### src/hdl/mdl_pkg.sv
// shared constants and types for the magnetic disturbance level block
`timescale 1ns / 1ps

package mdl_pkg;

  // sample format
  localparam int SAMPLE_W = 15;
  localparam int AXES = 3;
  // samples are in 1/16 microtesla
  localparam int SAMPLE_SCALE = 16;

  // default window geometry
  localparam int WINDOW_LEN_DEF = 15;
  localparam int RECENT_LEN_DEF = 3;

  // beat widths
  localparam int S_TDATA_W = 48;
  localparam int M_TDATA_W = 8;
  localparam int LEVEL_W = 4;

  // result codes
  localparam logic [LEVEL_W-1:0] LEVEL_FILLING = 4'h0;
  localparam logic [LEVEL_W-1:0] LEVEL_MAX = 4'h9;
  localparam logic [LEVEL_W-1:0] LEVEL_DISABLED = 4'hF;

  // grade thresholds in microtesla
  localparam int NUM_GRADES = 8;
  localparam int GRADE_LIMITS_UT [NUM_GRADES] = '{5, 10, 15, 20, 30, 40, 60, 100};

  // what a beat in flight reports
  typedef enum logic [1:0] {
    MODE_DISABLED = 2'd0,
    MODE_FILLING  = 2'd1,
    MODE_GRADE    = 2'd2
  } mode_t;

  // control handed from the window stage to the grading stages
  typedef struct packed {
    logic  valid;
    mode_t mode;
  } win_ctrl_t;

endpackage

### src/hdl/mdl_window.sv
// sample window: shift line of samples with running window and recent sums
`timescale 1ns / 1ps

module mdl_window #(
  parameter int WINDOW_LEN = mdl_pkg::WINDOW_LEN_DEF,
  parameter int RECENT_LEN = mdl_pkg::RECENT_LEN_DEF
) (
  input  logic                                   clk,
  input  logic                                   rst,
  input  logic                                   in_valid,
  output logic                                   in_ready,
  input  logic                                   enable,
  input  logic signed [mdl_pkg::SAMPLE_W-1:0]    sample [mdl_pkg::AXES],
  output mdl_pkg::win_ctrl_t                     ctrl,
  input  logic                                   out_ready,
  output logic signed [mdl_pkg::SAMPLE_W+$clog2(WINDOW_LEN)-1:0] win_sum [mdl_pkg::AXES],
  output logic signed [mdl_pkg::SAMPLE_W+$clog2(RECENT_LEN)-1:0] rec_sum [mdl_pkg::AXES]
);

  localparam int SW = mdl_pkg::SAMPLE_W;
  localparam int SUM_W = SW + $clog2(WINDOW_LEN);
  localparam int RSUM_W = SW + $clog2(RECENT_LEN);
  localparam int CNT_W = $clog2(WINDOW_LEN + 1);

  logic signed [SW-1:0]     taps [WINDOW_LEN][mdl_pkg::AXES];
  logic [CNT_W-1:0]         count;
  logic [CNT_W-1:0]         count_next;
  logic                     full;
  logic                     rec_full;
  logic                     load;
  logic signed [SUM_W-1:0]  win_sum_next [mdl_pkg::AXES];
  logic signed [RSUM_W-1:0] rec_sum_next [mdl_pkg::AXES];
  mdl_pkg::mode_t           mode_next;

  // stage moves when its result is taken or it is empty
  assign in_ready = !ctrl.valid || out_ready;
  assign load = in_valid && in_ready;

  // running sums drop the sample that leaves each window
  always_comb begin
    full = (count == CNT_W'(WINDOW_LEN));
    rec_full = (count >= CNT_W'(RECENT_LEN));
    count_next = full ? count : count + CNT_W'(1);
    for (int a = 0; a < mdl_pkg::AXES; a++) begin
      win_sum_next[a] = win_sum[a] + SUM_W'(sample[a])
                        - (full ? SUM_W'(taps[WINDOW_LEN-1][a]) : SUM_W'(0));
      rec_sum_next[a] = rec_sum[a] + RSUM_W'(sample[a])
                        - (rec_full ? RSUM_W'(taps[RECENT_LEN-1][a]) : RSUM_W'(0));
    end
    if (!enable) begin
      mode_next = mdl_pkg::MODE_DISABLED;
    end else if (count_next == CNT_W'(WINDOW_LEN)) begin
      mode_next = mdl_pkg::MODE_GRADE;
    end else begin
      mode_next = mdl_pkg::MODE_FILLING;
    end
  end

  // control, fill count and sums
  always_ff @(posedge clk) begin
    if (rst) begin
      ctrl.valid <= 1'b0;
      ctrl.mode <= mdl_pkg::MODE_FILLING;
      count <= '0;
      for (int a = 0; a < mdl_pkg::AXES; a++) begin
        win_sum[a] <= '0;
        rec_sum[a] <= '0;
      end
    end else begin
      if (in_ready) begin
        ctrl.valid <= in_valid;
      end
      if (load) begin
        ctrl.mode <= mode_next;
      end
      if (load && enable) begin
        count <= count_next;
        for (int a = 0; a < mdl_pkg::AXES; a++) begin
          win_sum[a] <= win_sum_next[a];
          rec_sum[a] <= rec_sum_next[a];
        end
      end
    end
  end

  // sample shift line, newest at tap 0
  always_ff @(posedge clk) begin
    if (load && enable) begin
      for (int a = 0; a < mdl_pkg::AXES; a++) begin
        taps[0][a] <= sample[a];
        for (int i = 1; i < WINDOW_LEN; i++) begin
          taps[i][a] <= taps[i-1][a];
        end
      end
    end
  end

  // fill count never passes the window length
  a_count_bound: assert property (@(posedge clk) disable iff (rst)
    count <= CNT_W'(WINDOW_LEN))
    else $error("window fill count overran");

  // a graded beat only leaves once the window is full
  a_grade_full: assert property (@(posedge clk) disable iff (rst)
    ctrl.valid && ctrl.mode == mdl_pkg::MODE_GRADE |-> full)
    else $error("grade issued before window full");

  // a disabled beat leaves the window untouched
  a_disabled_hold: assert property (@(posedge clk) disable iff (rst)
    load && !enable |=> $stable(count) && $stable(win_sum[0]))
    else $error("disabled beat changed window state");

endmodule

### src/hdl/magnetic_disturbance_level.sv
// magnetic disturbance level: short against long moving average change grader
`timescale 1ns / 1ps

// One three-axis sample beat is accepted every clock while the output is not
// stalled, and each beat yields one motion_level beat. The four register stages,
// the first loaded at the accepting edge, are: window update (shift line and
// running sums), per-axis difference |R*Sw - W*Sr|, three-axis total, and
// threshold grading. Level 0 is reported while the first WINDOW_LEN-1 samples
// arrive, 1 to 9 grade the disturbance, and 15 is reported while sensor_enable
// is low, in which case the sample is dropped. There is no clearing pass after
// reset.
module magnetic_disturbance_level #(
  parameter int WINDOW_LEN = mdl_pkg::WINDOW_LEN_DEF,
  parameter int RECENT_LEN = mdl_pkg::RECENT_LEN_DEF
) (
  input  logic                            clk,
  input  logic                            rst,
  input  logic                            sensor_enable_we,
  input  logic                            sensor_enable_wdata,
  input  logic                            s_tvalid,
  output logic                            s_tready,
  // sample_x [14:0], sample_y [29:15], sample_z [44:30], zero [47:45]
  input  logic [mdl_pkg::S_TDATA_W-1:0]   s_tdata,
  output logic                            m_tvalid,
  input  logic                            m_tready,
  // motion_level [3:0], zero [7:4]
  output logic [mdl_pkg::M_TDATA_W-1:0]   m_tdata
);

  localparam int SW = mdl_pkg::SAMPLE_W;
  localparam int AX = mdl_pkg::AXES;
  localparam int SUM_W = SW + $clog2(WINDOW_LEN);
  localparam int RSUM_W = SW + $clog2(RECENT_LEN);
  localparam int D_W = SW + $clog2(RECENT_LEN) + $clog2(WINDOW_LEN) + 2;
  localparam int TOT_W = D_W + 2;
  localparam int UNIT = mdl_pkg::SAMPLE_SCALE * WINDOW_LEN * RECENT_LEN;
  localparam logic signed [D_W-1:0] R_C = D_W'(RECENT_LEN);
  localparam logic signed [D_W-1:0] W_C = D_W'(WINDOW_LEN);

  logic                        sensor_enable;
  logic signed [SW-1:0]        sample [AX];
  mdl_pkg::win_ctrl_t          win_ctrl;
  logic signed [SUM_W-1:0]     win_sum [AX];
  logic signed [RSUM_W-1:0]    rec_sum [AX];
  logic                        s2_valid;
  logic                        s2_ready;
  mdl_pkg::mode_t              s2_mode;
  logic [D_W-1:0]              s2_abs [AX];
  logic [D_W-1:0]              abs_next [AX];
  logic signed [D_W-1:0]       diff [AX];
  logic                        s3_valid;
  logic                        s3_ready;
  mdl_pkg::mode_t              s3_mode;
  logic [TOT_W-1:0]            s3_total;
  logic [TOT_W-1:0]            total_next;
  logic                        out_ready;
  logic [mdl_pkg::LEVEL_W-1:0] grade;
  logic [mdl_pkg::LEVEL_W-1:0] level_next;
  logic [mdl_pkg::LEVEL_W-1:0] level;

  // enable register
  always_ff @(posedge clk) begin
    if (rst) begin
      sensor_enable <= 1'b1;
    end else if (sensor_enable_we) begin
      sensor_enable <= sensor_enable_wdata;
    end
  end

  // unpack the sample beat
  always_comb begin
    for (int a = 0; a < AX; a++) begin
      sample[a] = s_tdata[a*SW +: SW];
    end
  end

  mdl_window #(
    .WINDOW_LEN(WINDOW_LEN),
    .RECENT_LEN(RECENT_LEN)
  ) u_window (
    .clk(clk),
    .rst(rst),
    .in_valid(s_tvalid),
    .in_ready(s_tready),
    .enable(sensor_enable),
    .sample(sample),
    .ctrl(win_ctrl),
    .out_ready(s2_ready),
    .win_sum(win_sum),
    .rec_sum(rec_sum)
  );

  // ready chain, each stage moves when empty or drained
  assign out_ready = !m_tvalid || m_tready;
  assign s3_ready = !s3_valid || out_ready;
  assign s2_ready = !s2_valid || s3_ready;

  // per-axis scaled difference of the two means
  always_comb begin
    for (int a = 0; a < AX; a++) begin
      diff[a] = D_W'(win_sum[a]) * R_C - D_W'(rec_sum[a]) * W_C;
      abs_next[a] = diff[a][D_W-1] ? D_W'(-diff[a]) : D_W'(diff[a]);
    end
  end

  // three-axis total
  always_comb begin
    total_next = '0;
    for (int a = 0; a < AX; a++) begin
      total_next = total_next + TOT_W'(s2_abs[a]);
    end
  end

  // lowest threshold above the total picks the grade
  always_comb begin
    grade = mdl_pkg::LEVEL_MAX;
    for (int i = mdl_pkg::NUM_GRADES - 1; i >= 0; i--) begin
      if (s3_total < TOT_W'(UNIT * mdl_pkg::GRADE_LIMITS_UT[i])) begin
        grade = mdl_pkg::LEVEL_W'(i + 1);
      end
    end
  end

  // result code by beat kind
  always_comb begin
    unique case (s3_mode)
      mdl_pkg::MODE_DISABLED: level_next = mdl_pkg::LEVEL_DISABLED;
      mdl_pkg::MODE_FILLING:  level_next = mdl_pkg::LEVEL_FILLING;
      mdl_pkg::MODE_GRADE:    level_next = grade;
      default:                level_next = mdl_pkg::LEVEL_FILLING;
    endcase
  end

  // stage valids
  always_ff @(posedge clk) begin
    if (rst) begin
      s2_valid <= 1'b0;
      s3_valid <= 1'b0;
      m_tvalid <= 1'b0;
    end else begin
      if (s2_ready) begin
        s2_valid <= win_ctrl.valid;
      end
      if (s3_ready) begin
        s3_valid <= s2_valid;
      end
      if (out_ready) begin
        m_tvalid <= s3_valid;
      end
    end
  end

  // stage payloads
  always_ff @(posedge clk) begin
    if (s2_ready && win_ctrl.valid) begin
      s2_mode <= win_ctrl.mode;
      for (int a = 0; a < AX; a++) begin
        s2_abs[a] <= abs_next[a];
      end
    end
    if (s3_ready && s2_valid) begin
      s3_mode <= s2_mode;
      s3_total <= total_next;
    end
    if (out_ready && s3_valid) begin
      level <= level_next;
    end
  end

  assign m_tdata = {{(mdl_pkg::M_TDATA_W - mdl_pkg::LEVEL_W){1'b0}}, level};

  // only grades, filling or disabled codes leave the block
  a_level_legal: assert property (@(posedge clk) disable iff (rst)
    m_tvalid |-> (level <= mdl_pkg::LEVEL_MAX || level == mdl_pkg::LEVEL_DISABLED))
    else $error("illegal motion level");

  // a stalled result is kept
  a_result_kept: assert property (@(posedge clk) disable iff (rst)
    m_tvalid && !m_tready |=> m_tvalid && $stable(level))
    else $error("stalled result lost");

  // a free window stage always takes a beat
  a_take_when_free: assert property (@(posedge clk) disable iff (rst)
    !win_ctrl.valid |-> s_tready)
    else $error("input stalled with empty window stage");

  // a grade beat never carries the disabled or the filling code
  a_grade_code: assert property (@(posedge clk) disable iff (rst)
    s3_valid && out_ready && s3_mode == mdl_pkg::MODE_GRADE |=>
      level != mdl_pkg::LEVEL_DISABLED && level != mdl_pkg::LEVEL_FILLING)
    else $error("grade beat produced a non-grade code");

endmodule

### config.mk
export PLATFORM = sky130hd
export DESIGN_NAME = magnetic_disturbance_level
export DESIGN_NICKNAME = d
export VERILOG_FILES = /design/src/hdl/mdl_pkg.sv /design/src/hdl/mdl_window.sv /design/src/hdl/magnetic_disturbance_level.sv
export SDC_FILE = /design/constraint.sdc
export NUM_CORES = 2
export LEC_CHECK = 0
export BUFFER_PORTS_ARGS = -buffer_cell sky130_fd_sc_hd__buf_2
export CAP_MARGIN = 10
export CORE_ASPECT_RATIO = 0.5
export CORE_MARGIN = 1.5
export CORE_UTILIZATION = 51
export DETAILED_ROUTE_END_ITERATION = 7
export GPL_ROUTABILITY_DRIVEN = 0
export GPL_TIMING_DRIVEN = 0
export MAX_ROUTING_LAYER = met4
export PLACE_DENSITY = 0.67
export SKIP_LAST_GASP = 1
export SLEW_MARGIN = 20
export SYNTH_ARGS = -nofsm -noshare
export SYNTH_HDL_FRONTEND = slang
export SYNTH_HIERARCHICAL = 1
export SYNTH_SLANG_ARGS = --single-unit
### constraint.sdc
create_clock -name clk -period 31.5 [get_ports clk]
set_input_delay 7.875 -clock clk [delete_from_list [all_inputs] [get_ports clk]]
set_output_delay 7.875 -clock clk [all_outputs]
set_load 0.02 [all_outputs]
== Yosys cells after proc, flatten, opt, wreduce, memory -nomap -nowiden ==
Memory sizes are Yosys's and may differ from the RTL's.
Cells that the tools add are included.
Word-level totals
  bits in registers: 152
  bits in writable memories: 744
  input bits: 54
  output and inout bits: 10
  memories: 2
Cells by class
  $add $sub $neg: 21
  multiply operators: 6
  magnitude comparators: 9
  eq/ne operators: 3
  mux-type cells: 25
  reductions and logical operators: 14
Memory list
  u_window.taps: depth 15, bits a word 45, rd ports 15, clocked after memory_dff 0, write ports 15, RTL line mdl_window.sv:25  | logic signed [SW-1:0] taps [WINDOW_LEN][mdl_pkg::AXES];
  s2_abs: depth 3, bits a word 23, rd ports 3, clocked after memory_dff 0, write ports 3, RTL line magnetic_disturbance_level.sv:48  | logic [D_W-1:0] s2_abs [AX];
Operators with widths (count)
  $mux 23: 3
  $neg 23->23: 3
  $sub 22x22->23: 3
  $mul 17x5->22 const B: 3
  $mul 19x3->22 const B: 3
  $add 19x15->19: 3
  $mux 19: 3
  $sub 19x19->19: 3
  $add 17x15->17: 3
  $mux 17: 3
  $sub 17x17->17: 3
  $lt 25x14->1 const B: 2
  $lt 25x15->1 const B: 2
  $mux 4: 8
  $add 24x23->25: 1
  $lt 25x12->1 const B: 1
  $lt 25x13->1 const B: 1
  $lt 25x16->1 const B: 1
  $lt 25x17->1 const B: 1
  $add 23x23->24: 1
  $eq 4x4->1 const B: 2
  $pmux 4 s2: 1
  $logic_and 1x1->1: 5
  $mux 1: 5
  7 further kinds: 14

== Depth between registers and ports, before layout ==
  depth after elaboration: 10
  mapped depth: 22
  depth with buffers taken out: 20

== By module ==
The synthesis kept the hierarchy.
By module, submodules not included
  mdl_window: instances 1, cells each 2319, area an instance 32980.4 µm², seq. area each 22571.6 µm²
  magnetic_disturbance_level: instances 1, cells each 1742, area an instance 16636.0 µm², seq. area each 3022.9 µm²

== Worst setup path after synthesis ==
No wires, ideal clock.
  kind: in2reg
  start point: in m_tready
  end point: mem u_window/taps[0][0] (netlist bit) (enable)
  setup time: 1.304 ns
  arrival: 27.407 ns
  data required time: 30.196 ns
  path slack: 2.790 ns
  stages: 8
  path through: nor2b_1 -> nand3_1 -> nand2b_1 -> nand3_1 -> inv_2 -> buf_2 -> clkbuf_1 -> clkbuf_1
RTL lines
  start: declaration: RTL line magnetic_disturbance_level.sv:25  | input logic m_tready,
  end: declaration: RTL line mdl_window.sv:25

== Worst setup path in the final report ==
  start point: in m_tready
  end point: out s_tready
Between the ends
  longest elaborated chain between the ends: 4
Ends and longest elaborated chain
  $logic_or 1x1->1: RTL line magnetic_disturbance_level.sv:94  | assign out_ready = !m_tvalid || m_tready;
  $logic_or 1x1->1: RTL line magnetic_disturbance_level.sv:95  | assign s3_ready = !s3_valid || out_ready;
  $logic_or 1x1->1: RTL line magnetic_disturbance_level.sv:96  | assign s2_ready = !s2_valid || s3_ready;
  named net s2_ready: RTL line magnetic_disturbance_level.sv:46  | logic s2_ready;
  $logic_or 1x1->1: RTL line mdl_window.sv:36  | assign in_ready = !ctrl.valid || out_ready;
  end: declaration: RTL line magnetic_disturbance_level.sv:21  | output logic s_tready,
The timed path passes the listed nets, and every way through them passes these cells.

==> flow_summary.ini <==
[floorplanning]
die_area_mm2 = 0.09928
initial_utilization = 0.5174
die_x_um = 444.1
ios = 64
core_area_mm2 = 0.09589
std_cell_rows = 80
die_h_um = 223.6

[sta]
setup_viol = 0
finClkSkew_ns = 0.04815
rsz0062_at_grt = false
max_freq_mhz = 58.89
setup_tns_ns = 0
slew_headroom = 0.2197
whs_ns = 0.3858
fin_crit_ns = 16.98
tightest_slew_ns = 1.170
slew_violations = 0
fin_crit_sh = 0.5391
hold_viol_final = 0

[synthesis]
syn_inst = 4061
syn_area_per_cell_um2 = 12.22
ys.flop_type = edfxtp_1
synth_edf_count = 773
ys_types = 100
yosys_warnings = 6
ys_seq_area_frac = 0.5158
async_reset_ff_frac = 0
syn_area_mm2 = 0.04962
ys_ff_latch = 892

[setup_path]
worst-path-stages = 5
crit_chain = buf_2 > nor2b_1 > nand3_1 > nand2b_1 > buf_2
worst_path_dominant_cell_family = simple AND/OR/NAND/NOR gates
slowest_stage = nor2b_1
end_kind = output pin
r2r_cells = 16
cpMostUsedCell = buf_2
r2r_start = m_tvalid
crit_start = m_tready
critical_path_peak_fanout = 6
cp.required_ns = 23.63
critPathKind = primary input to output pin
crit_path_max_incr_delay_ns = 0.53
worst-path-buf-inv = 2
worst_setup_path_start_kind = primary input
arrival_ns = 9.11

[route]
antenna_left = 0
wl_um = 101700
dr.pass1.iters = 6
wl_met2_um = 44020
drc_errors = 0
wire_per_inst_um = 18.29
met3_length_um = 6649
highest_layer = met4
viasPerCell = 5.254
vias = 29220
drt-initial-drc-count = 2525
wl_met1_um = 48850

[global_route]
grt_max_degree = 63
grt_pass1_vias = 28500
grt_pass1_wl_um = 159500
grt.total_usage = 0.2154
grt_overflow_total = 0
antenna_found_initial = 6

[job]
cap_violations = 0

[clocking]
cts_root_buf = clkbuf_16
cts_setup_buffers = 0
insertion_delay_ns = 0.70
clkTransAtPathRegs_ns = 0.07
cts_buffers = 80
cts.sinks = 892
cts_max_path_buffers = 3
cts_hold_buf = 0
cts_resized = 0
tritoncts = yes
htree_levels = 3

[cells_and_area]
syn_to_final_growth_pct = 10.08
nets = 4928
fill_cells = 7740
drive_gt1_frac = 0.06396

[place]
dp.final_hpwl_um = 76750
port_buffers = 56

[hold_path]
hp-class = flop to flop
hold_path.startpoint = u_window/taps[0][153]
min_path_cells = 0

[status]
status = finished, final reports clean
routing by layer:
layer,track usage,vias up
li1,-,14030
met1,0.3135,14290
met2,0.3123,742
met3,0.04076,151
met4,0.05468,0
met5,-,-
state kept, by name, indices dropped and copies added, names as in the netlist:
register and cells:
s3_total 21, s2_mode 2, u_window/taps 675, s2_valid 1, u_window/win_sum 57, level 4
s3_valid 1, m_tvalid 1, s3_mode 2, u_window/rec_sum 51, sensor_enable 1, u_window/ctrl 3
u_window/count 4, s2_abs 69
Yosys cell counts, types with 61 or more instances:
library cell / count / area, um^2
edfxtp_1: 773 / 23210
nand2_1: 198 / 743.2
nor2_1: 164 / 615.6
inv_1: 845 / 3172
a21oi_1: 212 / 1061
dfxtp_1: 119 / 2382
and2_1: 61 / 381.6
fa_1: 325 / 6506
ha_1: 329 / 4116
a21o_1: 65 / 488.0
xor2_1: 83 / 727.0
xnor2_1: 134 / 1174
nor2b_1: 68 / 425.4
o21ai_0: 80 / 400.4
metrics by stage:
step / cells / util / area, um^2 / worst slack [ns]
final: 5561 / 0.5696 / 54620 / 14.52
after detailed placement: 5409 / 0.5419 / 51960 / 14.54
after global routing: 5559 / 0.5695 / 54610 / 14.42
after floorplan: 4064 / - / 49630 / 2.790
after global placement: 5391 / 0.5370 / 51500 / -5.102
after CTS: 5555 / 0.5694 / 54600 / 14.53
kinds of logic after synthesis:
kind of cell / Yosys count / synth area share
DFF: 892 / 0.5158
muxes: 16 / 0.003329
AOI/OAI and AO/OA: 650 / 0.08592
adders and majority gates: 654 / 0.2141
and+or+nand+nor: 716 / 0.07263
other: 1 / 0.00007558
buffers and inverters: 915 / 0.06980
xor gates and xnor gates: 217 / 0.03831
worst paths after layout:
path	to	slack (ns)
max reg2reg	u_window/taps[0][121]	25.37
min	u_window/taps[1][18]	0.39
max	s_tready	14.52
min reg2reg	u_window/taps[1][18]	0.39
layout make-up:
cell class | instances | area, um^2 | share of cell area
clock buffer | 91 | 2043 | 0.03741
timing repair buffer | 74 | 700.7 | 0.01283
buffer | 68 | 299.0 | 0.005475
sequential | 892 | 25590 | 0.4686
antenna | 6 | 15.01 | 0.0002749
inverter | 847 | 3179 | 0.05821
clock inverter | 55 | 595.6 | 0.01090
tap | 1271 | 1590 | 0.02912
multi-input combinational | 2257 | 20600 | 0.3772
placed cells by master, fill, tap and decap left out, types with 43 or more instances in the layout:
| cell | instances |
|---|---|
| nor2b_1 | 68 |
| and2_1 | 61 |
| buf_2 | 68 |
| xnor2_1 | 134 |
| edfxtp_1 | 773 |
| nor3_1 | 49 |
| dfxtp_1 | 119 |
| o21ai_0 | 80 |
| nor2_1 | 163 |
| clkbuf_16 | 80 |
| ha_1 | 329 |
| inv_1 | 845 |
| fa_1 | 325 |
| a21oi_1 | 212 |
| xor2_1 | 83 |
| clkbuf_1 | 53 |
| nand2_1 | 198 |
| a21o_1 | 65 |
| o21ai_1 | 43 |
Power is not shown: default switching activity piles up to over one toggle a cycle in this logic, so the estimate is an artifact.
